**src/hdl/bsrw_pkg.sv**
```systemverilog
// Shared types, constants and pixel conversion functions for the BMP stream writer.
// No dependencies; used by the front, queue, back and top-level modules.
package bsrw_pkg;

  // Widest coordinate the command struct carries
  localparam int unsigned COORD_MAX    = 16;
  localparam int unsigned QUEUE_DEPTH  = 2;
  localparam int unsigned SCREEN_W_RST = 800;
  localparam int unsigned SCREEN_H_RST = 480;

  localparam logic [15:0] BMP_SIGNATURE = 16'h4D42;
  localparam logic [31:0] HEADER_LEN    = 32'd54;
  localparam logic [5:0]  HEADER_LAST   = 6'd53;

  // Result kinds
  localparam logic [1:0] KIND_CURSOR = 2'd0;
  localparam logic [1:0] KIND_PIXEL  = 2'd1;
  localparam logic [1:0] KIND_DONE   = 2'd2;
  localparam logic [1:0] KIND_ERROR  = 2'd3;

  // Error codes
  localparam logic [1:0] ERR_UNSUPPORTED = 2'd0;
  localparam logic [1:0] ERR_SIZE        = 2'd1;
  localparam logic [1:0] ERR_TOO_LARGE   = 2'd2;
  localparam logic [1:0] ERR_TRUNCATED   = 2'd3;

  // Configuration register indexes
  localparam logic CFG_SCREEN_W = 1'b0;
  localparam logic CFG_SCREEN_H = 1'b1;

  typedef struct packed {
    logic cursor;
    logic pixel;
    logic done;
    logic error;
  } cmd_flags_t;

  typedef struct packed {
    cmd_flags_t            flags;
    logic [1:0]            error_code;
    logic [COORD_MAX-1:0]  pos_x;
    logic [COORD_MAX-1:0]  pos_y;
    logic [15:0]           pixel;
  } cmd_t;

  // BGR233 byte to BGR565
  function automatic logic [15:0] expand_233(input logic [7:0] p);
    expand_233 = {p[7:6], 3'b000, p[5:3], 3'b000, p[2:0], 2'b00};
  endfunction

  // B, G, R bytes to BGR565
  function automatic logic [15:0] pack_888(input logic [7:0] b, input logic [7:0] g,
                                           input logic [7:0] r);
    pack_888 = {b[7:3], g[7:2], r[7:3]};
  endfunction

endpackage

```
**src/hdl/bsrw_front.sv**
```systemverilog
// Front part: parses the BMP header, checks it and walks the pixel rows.
// Uses bsrw_pkg; pushes at most one command per byte or header check to the queue.
module bsrw_front import bsrw_pkg::*; #(
  parameter int unsigned COORD_BITS = 12
) (
  input  logic                  clk,
  input  logic                  rst,
  input  logic                  in_valid,
  output logic                  in_ready,
  input  logic [7:0]            in_byte,
  input  logic                  in_last,
  input  logic [COORD_BITS-1:0] screen_w,
  input  logic [COORD_BITS-1:0] screen_h,
  input  logic                  q_full,
  output logic                  push,
  output cmd_t                  cmd
);

  localparam int unsigned RB = COORD_BITS + 2;

  typedef enum logic [7:0] {
    PH_HEADER = 8'b0000_0001,
    PH_CHK1   = 8'b0000_0010,
    PH_CHK2   = 8'b0000_0100,
    PH_CHK3   = 8'b0000_1000,
    PH_CHK4   = 8'b0001_0000,
    PH_SKIP   = 8'b0010_0000,
    PH_ROWS   = 8'b0100_0000,
    PH_DRAIN  = 8'b1000_0000
  } phase_t;

  phase_t                phase;
  logic [31:0]           byte_count;
  logic [31:0]           pixel_offset;
  logic [31:0]           img_width;
  logic [31:0]           img_height;
  logic [31:0]           compress_mode;
  logic [31:0]           declared_size;
  logic [31:0]           prod;
  logic [15:0]           sig_word;
  logic [15:0]           depth_bits;
  logic [15:0]           partial;
  logic                  bad;
  logic                  last_pend;
  logic [RB-1:0]         line_len;
  logic [RB-1:0]         pix_bytes;
  logic [RB-1:0]         bir;
  logic [1:0]            sub;
  logic [COORD_BITS-1:0] row_index;
  logic [COORD_BITS-1:0] origin_x;
  logic [COORD_BITS-1:0] origin_y;

  logic                  accept;
  logic                  rearm;
  logic [5:0]            hb;
  logic [5:0]            hoff;
  logic [1:0]            bpp;
  logic                  in_pix;
  logic                  emit_pix;
  logic [RB-1:0]         bir_inc;
  logic                  row_end;
  logic                  row_done;
  logic                  trunc;
  logic                  chk_go;
  logic                  mis;
  logic                  big;
  logic                  empty;
  logic                  chk_fail;
  logic [15:0]           pix_val;
  logic [COORD_BITS-1:0] cur_y;

  assign in_ready = (phase == PH_HEADER || phase == PH_SKIP || phase == PH_ROWS ||
                     phase == PH_DRAIN) && !q_full;
  assign accept   = in_valid && in_ready;
  assign rearm    = accept && in_last && !(phase == PH_HEADER && hb == HEADER_LAST);
  assign hb       = byte_count[5:0];
  assign bpp      = depth_bits[4:3];

  // Row walk decode
  always_comb begin
    hoff     = 6'(hb - 6'd10);
    in_pix   = bir < pix_bytes;
    emit_pix = in_pix && ((bpp == 2'd1) || (bpp == 2'd2 && sub == 2'd1) ||
                          (bpp == 2'd3 && sub == 2'd2));
    bir_inc  = RB'(bir + 1'b1);
    row_end  = bir_inc >= line_len;
    row_done = row_end && (row_index == '0);
    cur_y    = COORD_BITS'(origin_y + row_index);
    case (bpp)
      2'd1:    pix_val = expand_233(in_byte);
      2'd2:    pix_val = {in_byte, partial[7:0]};
      default: pix_val = pack_888(partial[7:0], partial[15:8], in_byte);
    endcase
  end

  // Header check outcome and truncation detect
  always_comb begin
    chk_go   = (phase == PH_CHK4) && !q_full;
    mis      = declared_size != prod;
    big      = (img_width > 32'(screen_w)) || (img_height > 32'(screen_h));
    empty    = (img_width == '0) || (img_height == '0);
    chk_fail = bad || mis || big;
    trunc    = accept && in_last && (phase != PH_DRAIN) &&
               !(phase == PH_ROWS && row_done) &&
               !(phase == PH_HEADER && hb == HEADER_LAST);
  end

  // Build the command for this cycle
  always_comb begin
    cmd              = '0;
    cmd.flags.cursor = accept && (phase == PH_ROWS) && (bir == '0);
    cmd.flags.pixel  = accept && (phase == PH_ROWS) && emit_pix;
    cmd.flags.done   = (accept && (phase == PH_ROWS) && row_done) ||
                       (chk_go && !chk_fail && empty);
    cmd.flags.error  = trunc || (chk_go && chk_fail) ||
                       (chk_go && !chk_fail && !empty && last_pend);
    cmd.pos_x        = COORD_MAX'(origin_x);
    cmd.pos_y        = COORD_MAX'(cur_y);
    cmd.pixel        = pix_val;
    if (chk_go && bad)       cmd.error_code = ERR_UNSUPPORTED;
    else if (chk_go && mis)  cmd.error_code = ERR_SIZE;
    else if (chk_go && big)  cmd.error_code = ERR_TOO_LARGE;
    else                     cmd.error_code = ERR_TRUNCATED;
    push = cmd.flags.cursor || cmd.flags.pixel || cmd.flags.done || cmd.flags.error;
  end

  // Header capture
  always_ff @(posedge clk) begin
    if (phase == PH_HEADER && accept) begin
      if (hb < 6'd2)                    sig_word[8*hb[0] +: 8]          <= in_byte;
      else if (hb >= 6'd10 && hb < 6'd14) pixel_offset[8*hoff[1:0] +: 8]  <= in_byte;
      else if (hb >= 6'd18 && hb < 6'd22)
        img_width[8*2'(hb[1:0] - 2'd2) +: 8] <= in_byte;
      else if (hb >= 6'd22 && hb < 6'd26)
        img_height[8*2'(hb[1:0] - 2'd2) +: 8] <= in_byte;
      else if (hb >= 6'd28 && hb < 6'd30) depth_bits[8*hb[0] +: 8]        <= in_byte;
      else if (hb >= 6'd30 && hb < 6'd34) compress_mode[8*hoff[1:0] +: 8] <= in_byte;
      else if (hb >= 6'd34 && hb < 6'd38)
        declared_size[8*2'(hb[1:0] - 2'd2) +: 8] <= in_byte;
    end
  end

  // Sequence header checks and row walk
  always_ff @(posedge clk) begin
    if (rst) begin
      phase      <= PH_HEADER;
      byte_count <= '0;
      bir        <= '0;
      sub        <= '0;
      last_pend  <= 1'b0;
    end else if (rearm) begin
      // Re-arm after the final byte of a file
      phase      <= PH_HEADER;
      byte_count <= '0;
      bir        <= '0;
      sub        <= '0;
      last_pend  <= 1'b0;
    end else begin
      unique case (phase)
        PH_HEADER: begin
          if (accept) begin
            byte_count <= byte_count + 32'd1;
            if (hb == HEADER_LAST) begin
              phase     <= PH_CHK1;
              last_pend <= in_last;
            end
          end
        end
        PH_CHK1: begin
          bad   <= (sig_word != BMP_SIGNATURE) || (compress_mode != '0) ||
                   (depth_bits != 16'd8 && depth_bits != 16'd16 && depth_bits != 16'd24) ||
                   (pixel_offset < HEADER_LEN);
          prod  <= 32'(img_width * 32'(depth_bits));
          phase <= PH_CHK2;
        end
        PH_CHK2: begin
          // Round the line up to a multiple of four bytes
          prod  <= ((prod >> 3) + 32'd3) & ~32'd3;
          phase <= PH_CHK3;
        end
        PH_CHK3: begin
          line_len <= RB'(prod);
          prod     <= 32'(img_height * prod);
          phase    <= PH_CHK4;
        end
        PH_CHK4: begin
          if (!q_full) begin
            origin_x  <= COORD_BITS'((screen_w - img_width[COORD_BITS-1:0]) >> 1);
            origin_y  <= COORD_BITS'((screen_h - img_height[COORD_BITS-1:0]) >> 1);
            row_index <= COORD_BITS'(img_height - 32'd1);
            pix_bytes <= RB'(RB'(img_width[COORD_BITS-1:0]) * RB'(bpp));
            bir       <= '0;
            sub       <= '0;
            if (last_pend) begin
              phase      <= PH_HEADER;
              byte_count <= '0;
              last_pend  <= 1'b0;
            end else if (chk_fail || empty) begin
              phase <= PH_DRAIN;
            end else if (pixel_offset == HEADER_LEN) begin
              phase <= PH_ROWS;
            end else begin
              phase <= PH_SKIP;
            end
          end
        end
        PH_SKIP: begin
          if (accept) begin
            byte_count <= byte_count + 32'd1;
            if (byte_count + 32'd1 == pixel_offset) phase <= PH_ROWS;
          end
        end
        PH_ROWS: begin
          if (accept) begin
            if (in_pix && sub == 2'd0)                partial[7:0]  <= in_byte;
            if (in_pix && sub == 2'd1 && bpp == 2'd3) partial[15:8] <= in_byte;
            if (row_end) begin
              bir <= '0;
              sub <= '0;
              if (row_index == '0) phase <= PH_DRAIN;
              else                 row_index <= row_index - 1'b1;
            end else begin
              bir <= bir_inc;
              if (in_pix) sub <= (sub == bpp - 2'd1) ? 2'd0 : sub + 2'd1;
            end
          end
        end
        PH_DRAIN: ;
        default: phase <= PH_HEADER;
      endcase
    end
  end

  a_no_input_in_check: assert property (@(posedge clk) disable iff (rst)
    (phase == PH_CHK1 || phase == PH_CHK2 || phase == PH_CHK3 || phase == PH_CHK4)
      |-> !in_ready)
    else $error("input taken during header check");

  a_done_xor_error: assert property (@(posedge clk) disable iff (rst)
    push |-> !(cmd.flags.done && cmd.flags.error))
    else $error("command carries both done and error");

  a_line_nonzero: assert property (@(posedge clk) disable iff (rst)
    (phase == PH_ROWS) |-> (line_len != '0))
    else $error("row walk with zero line length");

endmodule

```
**src/hdl/bsrw_queue.sv**
```systemverilog
// Short command queue between front and back parts.
// Uses bsrw_pkg for the command type and depth.
module bsrw_queue import bsrw_pkg::*; (
  input  logic clk,
  input  logic rst,
  input  logic push,
  input  cmd_t push_cmd,
  output logic full,
  input  logic pop,
  output logic avail,
  output cmd_t head
);

  localparam int unsigned PW = (QUEUE_DEPTH > 1) ? $clog2(QUEUE_DEPTH) : 1;
  localparam int unsigned CW = $clog2(QUEUE_DEPTH + 1);

  cmd_t          entries [QUEUE_DEPTH];
  logic [PW-1:0] wr_ptr;
  logic [PW-1:0] rd_ptr;
  logic [CW-1:0] count;

  assign full  = count == CW'(QUEUE_DEPTH);
  assign avail = count != '0;
  assign head  = entries[rd_ptr];

  // Store pushed commands
  always_ff @(posedge clk) begin
    if (push) entries[wr_ptr] <= push_cmd;
  end

  // Advance pointers and occupancy
  always_ff @(posedge clk) begin
    if (rst) begin
      wr_ptr <= '0;
      rd_ptr <= '0;
      count  <= '0;
    end else begin
      if (push) wr_ptr <= (wr_ptr == PW'(QUEUE_DEPTH - 1)) ? '0 : wr_ptr + 1'b1;
      if (pop)  rd_ptr <= (rd_ptr == PW'(QUEUE_DEPTH - 1)) ? '0 : rd_ptr + 1'b1;
      count <= CW'(count + CW'(push) - CW'(pop));
    end
  end

  a_no_overflow: assert property (@(posedge clk) disable iff (rst)
    push |-> (!full || pop))
    else $error("command queue overflow");

endmodule

```
**src/hdl/bsrw_back.sv**
```systemverilog
// Back part: expands each queued command into result items on the output stream.
// Uses bsrw_pkg for the command type and result kinds.
module bsrw_back import bsrw_pkg::*; #(
  parameter int unsigned COORD_BITS = 12,
  parameter int unsigned OUT_W      = 48
) (
  input  logic             clk,
  input  logic             rst,
  input  logic             q_avail,
  input  cmd_t             q_head,
  output logic             q_pop,
  output logic             out_valid,
  input  logic             out_ready,
  output logic [1:0]       out_kind,
  output logic [OUT_W-1:0] out_data
);

  cmd_t       cur;
  cmd_flags_t flags_next;
  logic       load;
  logic       have;

  assign load  = !out_valid || out_ready;
  assign have  = cur.flags.cursor || cur.flags.pixel || cur.flags.done || cur.flags.error;
  assign q_pop = q_avail && !have;

  // Clear the flag that goes out this cycle
  always_comb begin
    flags_next = cur.flags;
    if (load) begin
      if (cur.flags.cursor)     flags_next.cursor = 1'b0;
      else if (cur.flags.pixel) flags_next.pixel  = 1'b0;
      else if (cur.flags.done)  flags_next.done   = 1'b0;
      else                      flags_next.error  = 1'b0;
    end
  end

  // Hold the current command
  always_ff @(posedge clk) begin
    if (rst) begin
      cur.flags <= '0;
    end else if (q_pop) begin
      cur <= q_head;
    end else begin
      cur.flags <= flags_next;
    end
  end

  // Output register
  always_ff @(posedge clk) begin
    if (rst) begin
      out_valid <= 1'b0;
    end else if (load) begin
      out_valid <= have;
      out_data  <= '0;
      if (cur.flags.cursor) begin
        out_kind <= KIND_CURSOR;
        out_data[COORD_BITS-1:0]            <= cur.pos_x[COORD_BITS-1:0];
        out_data[2*COORD_BITS-1:COORD_BITS] <= cur.pos_y[COORD_BITS-1:0];
      end else if (cur.flags.pixel) begin
        out_kind <= KIND_PIXEL;
        out_data[2*COORD_BITS +: 16] <= cur.pixel;
      end else if (cur.flags.done) begin
        out_kind <= KIND_DONE;
      end else begin
        out_kind <= KIND_ERROR;
        out_data[2*COORD_BITS+16 +: 2] <= cur.error_code;
      end
    end
  end

  a_pop_only_idle: assert property (@(posedge clk) disable iff (rst)
    q_pop |-> !have)
    else $error("command popped over a pending one");

endmodule

```
**src/hdl/bmp_stream_to_rgb565_writer.sv**
```systemverilog
// Top level of the BMP stream to BGR565 writer: configuration registers and wiring.
// Depends on bsrw_pkg, bsrw_front, bsrw_queue and bsrw_back.
//
// Feed a BMP file one byte per item on s_axis, tlast on the final byte. The
// 54-byte header is checked (signature, no compression, 8/16/24-bit depth,
// size against rows times padded line length, dimensions against the screen);
// then one cursor item opens each row, bottom row first and centred, followed
// by one BGR565 pixel item per source pixel and a done item after the top row.
// Failures give one error item; a file cut short gives a truncated error.
// Header, skip and padding bytes are accepted whenever the queue is not full;
// after the last header byte the header check steps through flag checks with
// width times depth, rounding to whole words, height times line length, then
// the verdict, which waits while the queue is full. Every byte that yields
// results becomes one queued command; the back part takes a new command only
// once it holds none, then sends that command's result items one at a time,
// cursor first. Once the two-entry queue fills, input waits on the back part
// and on output stalls.
module bmp_stream_to_rgb565_writer import bsrw_pkg::*; #(
  parameter int unsigned COORD_BITS = 12
) (
  input  logic                              clk,
  input  logic                              rst,
  input  logic                              s_axis_tvalid,
  output logic                              s_axis_tready,
  input  logic [7:0]                        s_axis_tdata,  // data_byte
  input  logic                              s_axis_tlast,  // last_byte
  output logic                              m_axis_tvalid,
  input  logic                              m_axis_tready,
  output logic [((2*COORD_BITS+18+7)/8)*8-1:0] m_axis_tdata, // pos_x, pos_y, pixel, error_code
  output logic [1:0]                        m_axis_tuser,  // kind
  input  logic                              cfg_we,
  input  logic                              cfg_index,
  input  logic [COORD_BITS-1:0]             cfg_data
);

  localparam int unsigned OUT_W = ((2*COORD_BITS + 18 + 7) / 8) * 8;

  logic [COORD_BITS-1:0] screen_w;
  logic [COORD_BITS-1:0] screen_h;
  logic                  q_full;
  logic                  q_push;
  logic                  q_pop;
  logic                  q_avail;
  cmd_t                  push_cmd;
  cmd_t                  head_cmd;

  // Screen size registers
  always_ff @(posedge clk) begin
    if (rst) begin
      screen_w <= COORD_BITS'(SCREEN_W_RST);
      screen_h <= COORD_BITS'(SCREEN_H_RST);
    end else if (cfg_we) begin
      unique case (cfg_index)
        CFG_SCREEN_W: screen_w <= cfg_data;
        CFG_SCREEN_H: screen_h <= cfg_data;
        default: ;
      endcase
    end
  end

  bsrw_front #(.COORD_BITS(COORD_BITS)) u_front (
    .clk      (clk),
    .rst      (rst),
    .in_valid (s_axis_tvalid),
    .in_ready (s_axis_tready),
    .in_byte  (s_axis_tdata),
    .in_last  (s_axis_tlast),
    .screen_w (screen_w),
    .screen_h (screen_h),
    .q_full   (q_full),
    .push     (q_push),
    .cmd      (push_cmd)
  );

  bsrw_queue u_queue (
    .clk      (clk),
    .rst      (rst),
    .push     (q_push),
    .push_cmd (push_cmd),
    .full     (q_full),
    .pop      (q_pop),
    .avail    (q_avail),
    .head     (head_cmd)
  );

  bsrw_back #(.COORD_BITS(COORD_BITS), .OUT_W(OUT_W)) u_back (
    .clk       (clk),
    .rst       (rst),
    .q_avail   (q_avail),
    .q_head    (head_cmd),
    .q_pop     (q_pop),
    .out_valid (m_axis_tvalid),
    .out_ready (m_axis_tready),
    .out_kind  (m_axis_tuser),
    .out_data  (m_axis_tdata)
  );

endmodule

```
**config.mk**
```make
export PLATFORM = sky130hd
export DESIGN_NAME = bmp_stream_to_rgb565_writer
export DESIGN_NICKNAME = d
export VERILOG_FILES = /design/src/hdl/bsrw_pkg.sv /design/src/hdl/bsrw_front.sv /design/src/hdl/bsrw_queue.sv /design/src/hdl/bsrw_back.sv /design/src/hdl/bmp_stream_to_rgb565_writer.sv
export SDC_FILE = /design/constraint.sdc
export NUM_CORES = 2
export LEC_CHECK = 0
export BUFFER_PORTS_ARGS = -buffer_cell sky130_fd_sc_hd__clkbuf_2
export CORE_MARGIN = 2
export CORE_UTILIZATION = 50
export DETAILED_ROUTE_END_ITERATION = 16
export PLACE_DENSITY = 0.75
export RECOVER_POWER = 25
export SYNTH_ARGS = -nofsm -noshare
export SYNTH_HDL_FRONTEND = slang
export SYNTH_HIERARCHICAL = 1
export SYNTH_SLANG_ARGS = --single-unit
```
**constraint.sdc**
```tcl
create_clock -name clk -period 20.6 [get_ports clk]
set_input_delay 1.03 -clock clk [delete_from_list [all_inputs] [get_ports clk]]
set_output_delay 1.03 -clock clk [all_outputs]
set_load 0.05 [all_outputs]
```
### Yosys cells after proc, flatten, opt, wreduce, memory -nomap -nowiden

Memory sizes are Yosys's and may differ from the RTL's. A register that Yosys moved wholly into a read port is not among the register bits.
Cells that the tools add are included.

* flip-flop bits (word level): 479
* bits in writable memories: 90
* input port bits: 27
* output and inout bits: 52
* logic and storage cells: 310
* memories kept: 1

Memory list
* u_queue.entries: words 2, width 45, read ports 1, clocked after memory_dff 1, write ports 1, RTL line bsrw_queue.sv:17 `cmd_t entries [QUEUE_DEPTH];`

* $add $sub $neg: 19
* multiply operators: 3
* order comparisons: 18
* eq/ne operators: 39
* shift-type cells: 6
* mux-type cells: 60
* bitwise gates (word level): 12
* reduce and logical (&&, ||, !) cells: 112

Operators with widths (number)
* $bwmux 32: 5
* $mux 32: 3
* $pmux 32 s3: 1
* $mux 8: 10
* $neg 5->34: 2
* $shift 8x34->32 const A: 2
* $shiftx 8x34->32: 2
* $gt 32x12->1: 2
* $logic_not 32->1: 2
* $pmux 32 s2: 1
* $pmux 8 s8: 1
* $mux 12: 4
* $mux 14: 3
* $logic_and 1x1->1: 39
* $neg 4->34: 1
* $shift 8x34->16 const A: 1
* $shiftx 8x34->16: 1
* $add 32x1->32 const B: 1
* $bwmux 16: 2
* $eq 32x32->1: 1
* $eq 32x6->1 const B: 1
* $lt 32x6->1 const B: 1
* $mul 32x16->32: 1
* $mul 32x32->32: 1
* 70 further kinds: 181

### Depth between registers and ports, before layout

* depth after elaboration: 15
* gate-level depth with buffers: 30
* depth with buffers taken out: 28

### Modules after synthesis

Netlist, hierarchy kept.

Modules (own cells, without submodules)
* bsrw_front: instances 1, cells an instance 5007, area an instance 46734.8 um^2, seq. area each 10179.8 um^2
* bsrw_queue: instances 1, cells an instance 189, area an instance 4369.2 um^2, seq. area each 3343.2 um^2
* bsrw_back: instances 1, cells an instance 168, area an instance 3188.1 um^2, seq. area each 2682.6 um^2
* bmp_stream_to_rgb565_writer: instances 1, cells an instance 96, area an instance 994.7 um^2, seq. area each 480.5 um^2

### Worst setup path after synthesis

No wires, ideal clock.

* path type: register -> register
* start: reg u_front.prod[4]
* end: reg u_front.prod[31], data pin
* setup time: 0.269 ns
* data arrival time: 7.579 ns
* data required time: 20.331 ns
* path slack: 12.753 ns
* cell stages (with the launch flop): 29
* buffers on the path: 2
* clock period less this slack: 7.847 ns
* cell sequence: edfxtp_1 -> clkbuf_1 -> clkbuf_1 -> and2_1 -> fa_1 -> inv_1 -> fa_1 -> fa_1 -> fa_1 -> inv_1 -> fa_1 -> inv_1 -> fa_1 -> inv_1 -> fa_1 -> inv_1 -> fa_1 -> inv_1 -> ha_1 -> a21oi_1 -> o21ai_0 -> nor4b_1 -> a21oi_1 -> o41a_1 -> a211o_1 -> a21o_1 -> a21oi_1 -> xnor2_1 -> o21ai_0

* word-level cells in the longest chain between the ends: 2

RTL lines
* start, declared: RTL line bsrw_front.sv:39 `logic [31:0] prod;`
* start signal, assigned: RTL line bsrw_front.sv:173 `prod <= 32'(img_width * 32'(depth_bits));`
* start signal, assigned: RTL line bsrw_front.sv:178 `prod <= ((prod >> 3) + 32'd3) & ~32'd3;`
* start signal, assigned: RTL line bsrw_front.sv:183 `prod <= 32'(img_height * prod);`
* $mul 32x32->32: RTL line bsrw_front.sv:183
* $pmux 32 s3: RTL line bsrw_front.sv:159 `unique case (phase)`

Every way passes these cells.
A chain may end at the register's enable or synchronous reset.

### Worst setup path in the final report

* start: reg u_front.prod[5]
* end: reg u_front.prod[31], data pin

The elaborated chain is that of the path after synthesis.

==> metrics.log <==
[metrics] hold-critical path endpoint: u_queue/entries[0][34]$_DFFE_PP_
[metrics] DPL Wire Length: approximately 110 mm
[metrics] Finish-stage setup viols: 0
[metrics] average via count per standard cell: 5.690
[metrics] total gr overflow: 0
[metrics] worst path arrival time: 9.53 ns
[metrics] WL/cell: slightly above 20 um
[metrics] setup slack, reg-to-reg: 11.48 ns
[metrics] CTS Buf Count: between 50 and 60
[metrics] timing startpoint of the critical path: u_front/prod[5]$_DFFE_PP_
[metrics] count of input and output buffers: between 70 and 80
[metrics] worst hold path startpoint: u_front/origin_x[2]$_DFFE_PP_
[metrics] Netlist Area Pre-Place: 0.05463 sq mm
[metrics] Tot GR Track Use: between 20% and 30%
[metrics] CTS tree: built
[metrics] count of boundary I/O pins: 79
[metrics] Via Count: a little under 40k
[metrics] Yosys warning count: 6
[metrics] most used cells in the layout excluding fill and tap cells: inv_1 (903), fa_1 (716), nand2_1 (689), edfxtp_1 (479), and2_1 (406)
[metrics] worst rel slew slack: -121.5%
[metrics] number of gates given a new drive strength after cts: 0
[metrics] iteration count of the initial detailed-routing pass: 7
[metrics] Layout Cells excl Fill: 6820
[metrics] actual transition at the worst max-transition pin: 3.311 ns
[metrics] row cnt: between 100 and 150
[metrics] Most common cell on crit path: fa_1
[metrics] setup repair after global routing missed its margin: false
[metrics] static leakage: between 20 and 30 nW
[metrics] register clock-pin slew on the reported worst setup and hold paths: 0.07 ns
[metrics] initial antenna violation count: 5
[metrics] Vert. Die Dim: 334.5 um
[metrics] number of max-cap violations: 13
[metrics] buffers inserted during post-CTS setup optimization: 0
[metrics] post-route clock period utilization: around 44%
[metrics] share of cells above drive strength 1: 4.939%
[metrics] placer's final routability congestion estimate: ~0.94
[metrics] Highest Clock Rate: 109.6 MHz
[metrics] largest net degree at the start of global routing: 51
[metrics] total negative slack for setup checks: 0 ns
[metrics] total power divided by cell area: 51.23 mW/mm^2
[metrics] syn_area_per_cell: 10.06 sq um
[metrics] CP Capture Type: register
[metrics] Routed Antenna Nets: 0
[metrics] Critical R2R Launch: u_front/prod[5]$_DFFE_PP_
[metrics] endpoint of the lowest-slack register-to-register path: u_front/prod[31]$_DFFE_PP_
[metrics] Routed WL: between 100 and 150 mm
[metrics] leading cell type in the layout, fill and taps excluded: inv_1
[metrics] outcome: finished, violations left
[metrics] TritonCTS Sinks: 570
[metrics] standard cell with the maximum stage delay on the critical path: clkbuf_1
[metrics] count of hold buffers inserted by post-cts repair: 0
[metrics] Final Hold Vio Count: 0
[metrics] antenna cells: 0
[metrics] via count of the first global-routing pass: 40.57k
[metrics] horizontal extent of the die: 334.5 um
[metrics] failing checks: capacitance limit, slew limit
[metrics] die footprint: around 0.11 sq mm
[metrics] pins over their slew limit: 455
[metrics] Power, Total: slightly below 3 mW
[metrics] delay of the slowest cell on the worst path: 1.22 ns
[metrics] Post-route DRC: 0
[metrics] largest vdd supply drop: 0.07738 mV
[metrics] top fanout value on the critical path: 32
[metrics] Hold Path Stages: 0
[metrics] initial core utilization: 50.32%
[metrics] minimum period implied by the final worst setup slack: 9.120 ns
[metrics] CTS root buffer: clkbuf_16
[metrics] required time at the endpoint of the critical path: 21.01 ns
[metrics] worst clock skew: 0.04273 ns
[metrics] maximum level of the CTS H-tree: 2
[metrics] core area: 0.1086 sq mm
[metrics] deepest clock path buffer count: 3
[metrics] clock network latency to the later pin of the worst-skew pair: 0.66 ns
[metrics] min-delay worst type: register to register
[metrics] final layout net count: roughly 6.4k
[metrics] cells after synthesis: ~5.4k
[metrics] first-iteration detailed-routing DRC count: 3571
[metrics] post-synthesis to final-layout area growth: 6.139%
[metrics] worst reg-to-reg path cell count: 27
[metrics] type of element launching the critical path: register
[metrics] number of instances in the placed design: ~6.7k
[metrics] final core utilization: ~53%
[metrics] global-route wire length before repair: 224.7 mm
[metrics] Crit Path Class: register to register
==> worst max-delay path, delay by kind of cell (launching register included) <==
kind / cells / cell delay (ns)
AO/OA/AOI/OAI: 8 / 1.67
XOR/XNOR: 1 / 0.13
adder cells (fa/ha/maj): 9 / 4.38
buffers and inverters: 7 / 1.55
flip-flops: 1 / 0.32
AND/OR/NAND/NOR: 2 / 0.77
==> sequential cells by signal, summed over array words and instances, names as in the netlist, 11 cells and up, named ones only <==
signal,flops
u_queue/entries,92
u_back/cur,46
u_back/out_data,42
u_front/byte_count,32
u_front/compress_mode,32
u_front/declared_size,32
u_front/img_height,32
u_front/img_width,32
u_front/pixel_offset,32
u_front/prod,32
u_front/depth_bits,16
u_front/sig_word,16
u_front/bir,14
u_front/line_len,14
u_front/partial,14
u_front/pix_bytes,14
screen_h,12
screen_w,12
u_front/row_index,12
u_front/origin_x,11
u_front/origin_y,11
==> final cells by class <==
class	instances	area [sq um]
fillers	9303	50570
multi-input cells	3679	33670
flip-flops and latches	570	16210
inverters	903	3390
well taps	1414	1769
clock buffers	68	1582
repair buffers	146	848.3
clock inverters	40	518.0
==> worst max path at each step <==
stage | end | slack [ns] | depth (start not counted)
3_3_place_gp | u_front/prod[31]$_DFFE_PP_ | 12.01 | 27
6_report | u_front/prod[31]$_DFFE_PP_ | 11.48 | 27
3_5_place_dp | u_front/prod[31]$_DFFE_PP_ | 11.93 | 27
2_1_floorplan | u_front/prod[31]$_DFFE_PP_ | 12.75 | 28
5_1_grt | u_front/prod[31]$_DFFE_PP_ | 10.95 | 27
4_1_cts | u_front/prod[31]$_DFFE_PP_ | 11.90 | 27
==> per-layer routing <==
metal  share of wire [%]  wire length [um]  global-route usage (%)  vias up
met3                 9.9             14000                   5.112      460
met4                 5.2              7426                   11.45        4
met1                  38             53350                   32.93    19280
met2                  47             66840                   42.65     1945
met5               0.018                25                       0        -
li1                    -                 -                       -    17120
==> metrics by stage <==
step / hold slack, ns / worst slack, ns / instance area (sq um)
floorplan: 0.4215 / 12.75 / 54640
global placement: 0.4222 / 12.01 / 56140
detailed placement: 0.4330 / 11.93 / 56140
CTS: 0.4481 / 11.90 / 58240
global route: 0.4643 / 10.95 / 57980
finish: 0.4454 / 11.48 / 57980
==> power by group <==
group	switching (mW)	internal, mW	total (mW)
sequential	0.0305	1.36	1.39
combinational	0.325	0.115	0.440
clock	0.485	0.661	1.15
Note: power is estimated with default switching activity, not from simulation.
